### src/rtl/core/mlf_pkg.sv
package mlf_pkg;

  localparam int MAC_W       = 48;
  localparam int PORT_W      = 3;
  localparam int MASK_W      = 8;
  localparam int PCNT_W      = 4;
  localparam int MAX_PORTS   = 8;
  localparam int PORT_LIMIT  = (MAX_PORTS < MASK_W) ? MAX_PORTS : MASK_W;
  localparam logic [PCNT_W-1:0] PORT_COUNT_RST = 4'd8;

  localparam logic [MAC_W-1:0] NULL_MAC  = '0;
  localparam logic [MAC_W-1:0] BCAST_MAC = '1;

  typedef enum logic [1:0] {
    ACT_DROP    = 2'd0,
    ACT_FORWARD = 2'd1,
    ACT_FLOOD   = 2'd2,
    ACT_PROBE   = 2'd3
  } action_t;

  typedef struct packed {
    logic [MAC_W-1:0]  src;
    logic [MAC_W-1:0]  dst;
    logic [PORT_W-1:0] port;
    logic              src_found;
    logic              dst_hit;
    logic [PORT_W-1:0] dst_port;
  } token_t;

endpackage

### src/rtl/core/mlf_cell.sv
module mlf_cell (
  input  logic            clk,
  input  logic            rst_n,
  input  logic            vld_i,
  input  mlf_pkg::token_t tok_i,
  output logic            vld_o,
  output mlf_pkg::token_t tok_o
);

  logic                           entry_vld_r;
  logic [mlf_pkg::MAC_W-1:0]      entry_addr_r;
  logic [mlf_pkg::PORT_W-1:0]     entry_port_r;
  logic                           wr;
  logic                           vld_r;
  mlf_pkg::token_t                tok_r;
  mlf_pkg::token_t                tok_nxt;

  // Look up both addresses; learn the source at the first free entry unless already found.
  always_comb begin
    tok_nxt = tok_i;
    wr      = 1'b0;
    if (vld_i) begin
      if (entry_vld_r) begin
        if (entry_addr_r == tok_i.src) begin
          tok_nxt.src_found = 1'b1;
        end
        if (entry_addr_r == tok_i.dst) begin
          tok_nxt.dst_hit  = 1'b1;
          tok_nxt.dst_port = entry_port_r;
        end
      end else if (!tok_i.src_found) begin
        wr                = 1'b1;
        tok_nxt.src_found = 1'b1;
        if (tok_i.dst == tok_i.src) begin
          tok_nxt.dst_hit  = 1'b1;
          tok_nxt.dst_port = tok_i.port;
        end
      end
    end
  end

  always_ff @(posedge clk) begin
    if (!rst_n) begin
      entry_vld_r <= 1'b0;
      vld_r       <= 1'b0;
    end else begin
      vld_r <= vld_i;
      if (wr) begin
        entry_vld_r <= 1'b1;
      end
    end
  end

  always_ff @(posedge clk) begin
    tok_r <= tok_nxt;
    if (wr) begin
      entry_addr_r <= tok_i.src;
      entry_port_r <= tok_i.port;
    end
  end

  assign vld_o = vld_r;
  assign tok_o = tok_r;

endmodule

### config.mk
export PLATFORM = sky130hd
export DESIGN_NAME = mlf_cell
export DESIGN_NICKNAME = d
export VERILOG_FILES = /design/src/rtl/core/mlf_pkg.sv /design/src/rtl/core/mlf_cell.sv
export SDC_FILE = /design/constraint.sdc
export NUM_CORES = 1
export LEC_CHECK = 0
export BUFFER_PORTS_ARGS = -buffer_cell sky130_fd_sc_hd__buf_2
export CORE_MARGIN = 2
export CORE_UTILIZATION = 44
export CTS_BUF_LIST = sky130_fd_sc_hd__clkbuf_16
export DETAILED_ROUTE_END_ITERATION = 6
export HOLD_SLACK_MARGIN = 0.02
export PLACE_DENSITY_LB_ADDON = 0.05
export SLEW_MARGIN = 40
export SYNTH_ARGS = -nofsm -noshare
export SYNTH_HDL_FRONTEND = slang
export SYNTH_SLANG_ARGS = --single-unit
### constraint.sdc
create_clock -name clk -period 3.3 [get_ports clk]
set_input_delay 0.33 -clock clk [delete_from_list [all_inputs] [get_ports clk]]
set_output_delay 0.33 -clock clk [all_outputs]
set_load 0.02 [all_outputs]
* Yosys cells after proc, flatten, opt, wreduce, memory -nomap -nowiden *
Index checks and enable logic that the tools add are counted.

cells by class
  equality and inequality tests = 3
  muxes and demuxes = 9

operators by type and width
  operator              number
  48-bit equality test  3
  4-bit 2-to-1 mux      3
  5-bit 2-to-1 mux      2
  1-bit 2-to-1 mux      4

word-level totals
  logic and storage cells = 22
  output and inout bits = 105
  input bits = 107
  register bits = 157

* Logic depth before layout (Yosys ltp) *
  depth after elaboration = 5
  mapped depth = 6
  mapped depth without buffers = 6

* Worst setup path after synthesis *
Ideal clock, no wire load.

  path type = input to register
  start point = input vld_i
  end point = register entry_addr_r[0] in the netlist's numbering (enable)
  buffers on the path = 0
  library setup time = 0.466 ns
  stages = 2
  arrival time = 2.770 ns
  data required time = 2.834 ns
  setup slack = 0.064 ns
  cells stage by stage = nor2b_1 nor2b_1

on the way
  cells in the longest elaborated chain, start to end = 1

ends and longest elaborated chain
  element               line            source
  from (decl)           mlf_cell.sv:4   input logic vld_i,
  1-bit 2-to-1 mux      mlf_cell.sv:22  if (vld_i) begin
  via wr                mlf_cell.sv:13  logic wr;
  to (signal assigned)  mlf_cell.sv:57  entry_addr_r <= tok_i.src;
  to (decl)             mlf_cell.sv:11  logic [mlf_pkg::MAC_W-1:0] entry_addr_r;

The timed path passes the listed nets, and every way through them passes these cells.
A chain may end at the register's enable or synchronous reset.

==> run metrics <==
status=completed; Layout Cells excl Fill=803; Worst EP arrival=2.61 ns; hold path depth=1; DRT iter0 DRCs=180; largest net degree at the start of global routing=44; Layout area overhead=34.85%; Max transition margin=53.17%; worst hold path endpoint=tok_o[5]$_DFF_P_; Buf+Inv Stages, Crit Path=0; Synth top cells by count=xor2_1, dfxtp_1, edfxtp_1; via count=3735; reg2reg start=entry_addr_r[46]$_DFFE_PP_; Sinks on Clock Net=157; hold-fix buffers at CTS=0; Register Area=3654 um2; post-synthesis mux area share=0%; Fillers=1026; H-tree levels=4; Seq cells post-synth=157; startpoint type of the worst setup path=register; Worst Tran Pin Value=0.6960 ns; Largest delay share family, worst path=simple AND/OR/NAND/NOR gates; DP Worst Slack=0.9093 ns; DRC Markers=0; vias in the first global route=3676; CTS tree=done; final worst path period share=69.85%; layout cells sized above 1=39.69%; simple-gate share of the synthesized area=9.844%; setup ws final=0.9950 ns; Synth warnings=0; starting density of the core=45.46%; Synth top area share=38.38%; Worst R2R End=tok_o[2]$_DFF_P_; HPWL after DPL=10700 um; R2R setup slack=1.0 ns; Final Setup Violations=0; GP Congestion=0.8904; hold crit path type=primary input to register; core area=12160 um2; Critical path origin=entry_addr_r[46]$_DFFE_PP_; first-pass GRT wire length=19740 um; Crit-path slowest cell=nor4_1; Crit Path Category=register to register; Clock Skews=0.006199 ns; gr usage total=20.42%; Via density=4.651; Critical Path, Cell by Cell=xor2_1 > nor4_1 > nand4b_1 > nor4_4 > a211oi_1 > a221o_1; CTS resizes=0; largest family of logic cells by synthesized area=XOR/XNOR gates; placed cells=771; power per cell area=632.3 nW/um2; Max VDD drop=0.4210 mV; net count after synthesis=498; post-synthesis xor/xnor area fraction=20.43%; die width=116.1 um; adder-cell share of the synthesized area=0%; Reg2Reg Depth=6; area of the multi-input gates=1853 um2; Synth area leaders=dfxtp_1, edfxtp_1, xor2_1; worst-path fanout max=6; asr flop ratio synth=0%; Synth Flop Type=dfxtp_1; antenna viol nets, final=0; synthesized cell area=5529 um2; Reg clk slew, reported paths=0.06 ns; Pleak=3.300 nW; Seq/Total Area, Yosys=66.08%; critical path's largest stage delay=0.62 ns; clock root buffer=clkbuf_16; Req. time, crit path=3.60 ns; Fmax=433.8 MHz; count of different cell masters after synthesis=31; Die Y=116.1 um; I/O Buffers=211; # rows=40; initial antenna violation count=0; io pins=212; Worst-Skew Late Latency=0.42 ns; Yosys top cell by area=dfxtp_1; number of flops mapped to enable cells by yosys=51; diode count=0; RSZ-0062 raised after global routing=false; Post-Synthesis Cells=391; Compound-Gate Fraction of Synth Area=3.100%; DRT Wirelength=13390 um; clock buffer depth=2; syn avg cell area=14.14 um2; Hold Violations, Final=0; Routed WL per cell=16.67 um; setup repair bufs after CTS=0; count leader, synth=xor2_1; die area=13480 um2; DRT Pass-1 Iters=4; Max-Cap Viols=0; CP endpoint kind=register; Min Clock Period, post-route=2.305 ns; nets=729; Pins Over Slew Limit=0; GRT Residual Overflow=0; setup TNS=0 ns; TritonCTS buffer count=17; hold path startpoint=tok_i[5]
how the worst max path moves through the flow:
| stage | cells past startpoint | slack, ns | end |
|---|---|---|---|
| 2_1_floorplan | 2 | 0.06 | entry_addr_r[0]$_DFFE_PP_ |
| 3_3_place_gp | 7 | 0.91 | tok_o[0]$_DFF_P_ |
| 3_5_place_dp | 7 | 0.91 | tok_o[1]$_DFF_P_ |
| 4_1_cts | 6 | 0.96 | tok_o[1]$_DFF_P_ |
| 5_1_grt | 6 | 0.81 | tok_o[1]$_DFF_P_ |
| 6_report | 6 | 1.0 | tok_o[2]$_DFF_P_ |
registers in the layout, summed over array words and instances, names as in the netlist:
| signal | flops |
|---|---|
| tok_o | 104 |
| entry_addr_r | 48 |
| entry_port_r | 3 |
| entry_vld_r | 1 |
| vld_o | 1 |
routing by layer:
metal / global-route usage (%) / share of wire (%) / vias to the layer above / wire length (um)
met5: 0 / 0 / - / 0
met4: 7.143 / 1.3 / 0 / 170
met3: 5.034 / 6.7 / 13 / 895
met2: 32.79 / 48 / 151 / 6384
met1: 27.20 / 44 / 1732 / 5939
li1: - / - / 1839 / -
where the power goes:
part / internal, mW / switching [mW]
clock network: 1.37 / 0.729
registers: 2.10 / 0.0357
logic: 0.178 / 0.299
area by class of cell:
| type | count | share of cell area [%] |
|---|---|---|
| clock buffer | 18 | 6.041 |
| inverter | 8 | 0.4028 |
| sequential | 157 | 49.00 |
| multi-input combinational | 226 | 24.85 |
| timing repair buffer | 212 | 14.26 |
| tap | 168 | 2.819 |
| clock inverter | 14 | 2.618 |
layout by cell type, fill, tap and decap left out:
cell type	netlist	final
a21o_1	3	3
a2111oi_0	1	1
o2111ai_1	1	1
nor4_4	2	2
o31ai_1	1	1
xor2_1	121	121
nand3_1	3	3
dfxtp_1	106	106
nor4_2	4	4
buf_4	0	1
nor3_2	1	1
a2111oi_1	2	2
clkinv_1	0	1
buf_2	0	211
clkbuf_16	0	18
inv_1	8	10
o2111a_1	3	3
bufinv_16	0	5
and2_1	1	1
and2_2	1	1
a21oi_1	2	2
a221o_1	3	3
nor2b_1	14	13
edfxtp_1	51	51
o21a_1	1	1
xnor2_1	8	8
nand4b_1	1	1
a211oi_1	3	3
nor4_1	25	25
clkinv_2	0	3
inv_4	0	3
nor3_1	4	4
nand2_1	1	1
nor2b_4	0	1
nand3b_1	1	1
nand4_1	7	7
nand4_2	2	2
nand2b_1	9	9
nor2_1	1	1
stage by stage:
step                util, %  total power, mW  hold WS [ns]  instance area (um2)
CTS                   61.31            4.765       0.02787                 7456
finish                61.31            4.714       0.04617                 7456
floorplan                 -            2.409        0.3577                 5529
detailed placement    56.00            2.657        0.4596                 6810
global route          61.31            4.895       0.03117                 7456
global placement      56.00            2.654        0.4528                 6810
cells by family after synthesis:
kind of cell,Yosys count
flops,157
xor+xnor,129
simple gates,77
compound gates,20
buf+inv,8
Power figures use the tool's default switching activity.
