===== src/rtl/core/mlf_pkg.sv =====
package mlf_pkg;

  localparam int MAC_W       = 48;
  localparam int PORT_W      = 3;
  localparam int MASK_W      = 8;
  localparam int PCNT_W      = 4;
  localparam int MAX_PORTS   = 8;
  localparam int PORT_LIMIT  = (MAX_PORTS < MASK_W) ? MAX_PORTS : MASK_W;
  localparam logic [PCNT_W-1:0] PORT_COUNT_RST = 4'd8;

  localparam logic [MAC_W-1:0] NULL_MAC  = '0;
  localparam logic [MAC_W-1:0] BCAST_MAC = '1;

  typedef enum logic [1:0] {
    ACT_DROP    = 2'd0,
    ACT_FORWARD = 2'd1,
    ACT_FLOOD   = 2'd2,
    ACT_PROBE   = 2'd3
  } action_t;

  typedef struct packed {
    logic [MAC_W-1:0]  src;
    logic [MAC_W-1:0]  dst;
    logic [PORT_W-1:0] port;
    logic              src_found;
    logic              dst_hit;
    logic [PORT_W-1:0] dst_port;
  } token_t;

endpackage


===== src/rtl/core/mlf_decide.sv =====
module mlf_decide (
  input  logic                          clk,
  input  logic                          rst_n,
  input  logic                          vld_i,
  input  mlf_pkg::token_t               tok_i,
  input  logic [mlf_pkg::PCNT_W-1:0]    port_count,
  output logic                          out_valid,
  output logic [1:0]                    out_action,
  output logic [mlf_pkg::MASK_W-1:0]    out_port_mask,
  output logic                          out_table_full
);

  logic [mlf_pkg::PCNT_W-1:0]   n_ports;
  logic [mlf_pkg::MASK_W-1:0]   active_mask;
  mlf_pkg::action_t             action_nxt;
  logic [mlf_pkg::MASK_W-1:0]   mask_nxt;
  logic                         out_valid_r;
  mlf_pkg::action_t             action_r;
  logic [mlf_pkg::MASK_W-1:0]   mask_r;
  logic                         full_r;

  always_comb begin
    n_ports = (port_count > mlf_pkg::PCNT_W'(mlf_pkg::PORT_LIMIT)) ?
              mlf_pkg::PCNT_W'(mlf_pkg::PORT_LIMIT) : port_count;
    active_mask = mlf_pkg::MASK_W'(((mlf_pkg::MASK_W+1)'(1) << n_ports) -
                                   (mlf_pkg::MASK_W+1)'(1));
    if (tok_i.dst == mlf_pkg::NULL_MAC) begin
      action_nxt = mlf_pkg::ACT_DROP;
      mask_nxt   = '0;
    end else if (tok_i.dst == mlf_pkg::BCAST_MAC) begin
      action_nxt = mlf_pkg::ACT_FLOOD;
      mask_nxt   = active_mask;
    end else if (tok_i.dst_hit) begin
      action_nxt = mlf_pkg::ACT_FORWARD;
      mask_nxt   = mlf_pkg::MASK_W'(1) << tok_i.dst_port;
    end else begin
      action_nxt = mlf_pkg::ACT_PROBE;
      mask_nxt   = active_mask;
    end
  end

  always_ff @(posedge clk) begin
    if (!rst_n) begin
      out_valid_r <= 1'b0;
    end else begin
      out_valid_r <= vld_i;
    end
  end

  always_ff @(posedge clk) begin
    action_r <= action_nxt;
    mask_r   <= mask_nxt;
    full_r   <= !tok_i.src_found;
  end

  assign out_valid      = out_valid_r;
  assign out_action     = action_r;
  assign out_port_mask  = mask_r;
  assign out_table_full = full_r;

endmodule


===== config.mk =====
export PLATFORM = sky130hd
export DESIGN_NAME = mlf_decide
export DESIGN_NICKNAME = d
export VERILOG_FILES = /design/src/rtl/core/mlf_pkg.sv /design/src/rtl/core/mlf_decide.sv
export SDC_FILE = /design/constraint.sdc
export NUM_CORES = 1
export LEC_CHECK = 0
export CORE_MARGIN = 10
export CORE_UTILIZATION = 40
export DETAILED_ROUTE_END_ITERATION = 10
export DONT_BUFFER_PORTS = 1
export GPL_TIMING_DRIVEN = 1
export PLACE_DENSITY_LB_ADDON = 0.3
export RECOVER_POWER = 25
export SLEW_MARGIN = 30
export SYNTH_ARGS = -nofsm -noshare
export SYNTH_HDL_FRONTEND = slang
export SYNTH_SLANG_ARGS = --single-unit

===== constraint.sdc =====
create_clock -name clk -period 1.6 [get_ports clk]
set_input_delay 0.08 -clock clk [delete_from_list [all_inputs] [get_ports clk]]
set_output_delay 0.08 -clock clk [all_outputs]
set_load 0.02 [all_outputs]

## Word level (Yosys, flattened, before mapping)

Cells that the tools add are included.

- $add $sub $neg: 1
- Order comparisons: 1
- Equality and inequality tests: 1
- Shift-type cells: 2
- Mux-type cells: 5
- Reduce and logical (&&, ||, !) cells: 3

Operators by type and width:

| operator | count |
|---|---|
| 48-bit == test (second input constant) | 1 |
| 48-bit logical NOT | 1 |
| 8-bit 2-to-1 mux | 2 |
| 1-bit by 3-bit left shift with 8-bit output (first input constant) | 1 |
| 1-bit by 4-bit left shift with 8-bit output (first input constant) | 1 |
| 8-bit by 2-bit subtractor with 8-bit output (second input constant) | 1 |
| 4-bit greater-than comparator (second input constant) | 1 |
| 2-bit 2-to-1 mux | 2 |
| 4-bit 2-to-1 mux | 1 |
| 2-bit OR reduction | 1 |
| 1-bit logical NOT | 1 |

- Bits in registers: 12
- Bits of input ports: 111
- Output and inout bits: 12
- Logic and storage cells: 18

## Depth between registers and ports, before layout

- Depth after elaboration: 6
- Mapped depth: 8
- Gate-level depth less buffers: 7

## Worst setup path before layout

OpenSTA, ideal clock, no wires.

- Kind: input port to flip-flop
- Start: input port_count[3] (netlist bit)
- End: register mask_r (netlist bit out_port_mask[6])
- Setup time: 0.072 ns
- Data arrival time: 1.382 ns
- Data required time: 1.528 ns
- Path slack: 0.146 ns
- Stages: 8
- Buffers on the path: 1
- Cells stage by stage: clkbuf_1 > nor3_1 > nand2b_1 > ha_1 > or3_1 > a21oi_1 > o32ai_2 > mux2i_1

- Word-level cells in the longest chain between the ends: 6

Ends and longest elaborated chain:

| element | line | text |
|---|---|---|
| start, declared | mlf_decide.sv:6 | `input logic [mlf_pkg::PCNT_W-1:0] port_count,` |
| 4-bit greater-than comparator | mlf_decide.sv:23 | `n_ports = (port_count > mlf_pkg::PCNT_W'(mlf_pkg::PORT_LIMIT)) ?` |
| 4-bit 2-to-1 mux (*) | mlf_decide.sv:23 |  |
| 1-bit by 4-bit left shift with 8-bit output (*) | mlf_decide.sv:25 | `active_mask = mlf_pkg::MASK_W'(((mlf_pkg::MASK_W+1)'(1) << n_ports) -` |
| 8-bit by 2-bit subtractor with 8-bit output (*) | mlf_decide.sv:25 |  |
| 8-bit 2-to-1 mux | mlf_decide.sv:33 | `end else if (tok_i.dst_hit) begin` |
| 8-bit 2-to-1 mux (*) | mlf_decide.sv:30 | `end else if (tok_i.dst == mlf_pkg::BCAST_MAC) begin` |
| end signal, assigned | mlf_decide.sv:52 | `mask_r <= mask_nxt;` |
| end, declared | mlf_decide.sv:19 | `logic [mlf_pkg::MASK_W-1:0] mask_r;` |

Mark *: on every way between the ends. The rest lies on a longest branch, timed or not.
A chain may end at the register's enable or synchronous reset.

## Worst setup path in the final report

- Start: input port_count[1] (netlist bit)
- End: register mask_r (netlist bit out_port_mask[6])

The elaborated chain is that of the path after synthesis.

==> run metrics <==
status=finished, final reports clean; Fin. Hold Viols=0; endpoints failing setup=0; Die ar.=around 0.0045 mm^2; Routed WL=~2800 um; CP arrival=between 1 and 1.5 ns; Worst setup SP type=input pin; Starting Density=between 40% and 50%; number of synthesized flops with an enable pin=0; Worst setup EP type=flip-flop; P_leak=0.311 nW; H-tree levels=1; CORE AREA=around 0.0022 mm^2; worst-margin pin slew=0.464 ns; commonest cells after routing, fill and taps aside=nand4_1 (15), nor4_1 (12), dfxtp_1 (12); Finished Layout Cells=137; worst-path maximum fanout=6; CP Class=input pin to flip-flop; initial antenna violation count=0; dpl hpwl=~2400 um; Max clock buf depth=2; period utilization=74.2%; most common cell after layout, fill and taps aside=nand4_1; Synth Cell Area=890 um^2; worst setup margin=0.414 ns; nets=222; CTS root buffer=clkbuf_4; Sinks on Clock Net=12; Routed WL per cell=20.2 um; Req. time, crit path=1.79 ns; min cycle time layout=~1.2 ns; setup TNS=0 ns; Mapped Nets=around 210; routed vias=about 900; vias in the first global route=949; Inst Count DP=128; most used flip-flop cell after synthesis=dfxtp_1; hold path startpoint=tok_i[2]; area delta synth->final=13.1%; GP Congestion=0.774; violation count after the first detailed-routing iteration=18; Avg Synthesized Cell Area=8.81 um^2; Die Span Y=67.2 um; first-pass GRT wire length=4270 um; Worst Setup SP=port_count[1]; cts bufs inserted=3; final total power=about 670 uW; # Max-Cap Violations=0; Antenna Nets Post-Route=0; worst hold path type=input pin to flip-flop; Async SR Flop Fraction=0%; I/O pins=123; Pre-antenna DRT Iters=4; largest net degree at the start of global routing=15; IO buf count=0; Top Usage Layer GRT=met2; dpl ws=0.144 ns; CTS tree=done; Via density=roughly 6.5; total gr overflow=0; Yosys warning count=0; Rel. slew slack=between 60% and 70%; #FFs+latches synth=12; met1 Resource Use GR=between 10 and 15%; met3 usage=5.79%; Synth Instances=101; sequential area share after synthesis=27.0%; Gates resized, CTS repair=0; GRT Util Overall=11.6%; Antenna Cells=0; Clk pin slew, worst setup/hold paths=0.07 ns; f_max=roughly 840 MHz; max-slew violations=0; die width=between 60 and 70 um; RSZ-0062 raised after global routing=false; power per cell area=around 660 mW/mm^2; DRC=0; met2 Use GR=18.5%; synth unique cells=33; Peak VDD IR=about 0.38 mV; Util after Layout=46.4%; num rows=17; share of layout cells above drive strength 1=14.7%
layer usage:
layer	share of wire [%]	vias to the layer above
met5	0	-
li1	-	442
met4	0.69	0
met2	48	49
met1	35	403
met3	16	2
flip-flops by register name, indices dropped and copies added, names as in the netlist:
| signal | cells |
|---|---|
| out_table_full | 1 |
| out_port_mask | 8 |
| out_action | 2 |
| out_valid | 1 |
per-stage QoR:
stage / hold WS, ns / instance area, um^2
floorplan: 0.137 / 890
global placement: 0.140 / 920
detailed placement: 0.157 / 920
CTS: 0.00157 / 1010
global route: 0.00144 / 1010
finish: 0.0107 / 1010
worst max-delay path: stages:
cell	delay, ns
nor3_1	0.22
nand2b_1	0.12
ha_1	0.24
or3_1	0.32
a21oi_1	0.17
o32ai_2	0.10
mux2i_1	0.13
cell usage after synthesis, types with 2 or more instances:
cell type  count  area, um^2
a21oi_1        2        10.0
and2_1         2        12.5
and3_1         2        12.5
dfxtp_1       12         240
inv_1          5        18.8
mux2i_1        6        60.1
nand2_1        3        11.3
nand4_1       15        93.8
nor2_1         4        15.0
nor2b_1        2        12.5
nor3_1         3        15.0
nor4_1        12        75.1
nor4_2         3        37.5
o21a_1         2        15.0
o311ai_0       3        26.3
o31ai_1        6        45.0
o32ai_2        3        48.8
worst paths after layout:
path,to,slack [ns],cells after the start
setup / recovery,out_port_mask[6],0.41,7
hold / removal,out_port_mask[0],0.01,3
report_power, final:
group	total [mW]	internal (mW)	switching (mW)	leakage, nW
Sequential	0.356	0.320	0.0353	0.101
Combinational	0.0868	0.0499	0.0369	0.189
Clock	0.225	0.138	0.0874	0.0210
what timing repair did:
item,in CTS,in global routing
hold buffers,5,0
buffers inserted,0,0
endpoints found under the hold margin,4,0
logic make-up after synthesis:
logic type,share of synthesized area [%]
and+or+nand+nor,35.3
AOI/OAI and AO/OA,23.3
muxes,6.75
DFF,27.0
buffers and inverters,5.20
adders and majority gates,1.41
xor gates and xnor gates,0.985
area by class of cell:
cell class                      count  area [um^2]
Fill cell                         217         1160
Multi-Input combinational cell     80          603
Sequential cell                    12          240
Timing Repair Buffer                8         72.6
Clock buffer                        4         36.3
Tap cell                           28         35.0
Inverter                            5         18.8
(Power assumes the default switching activity.)
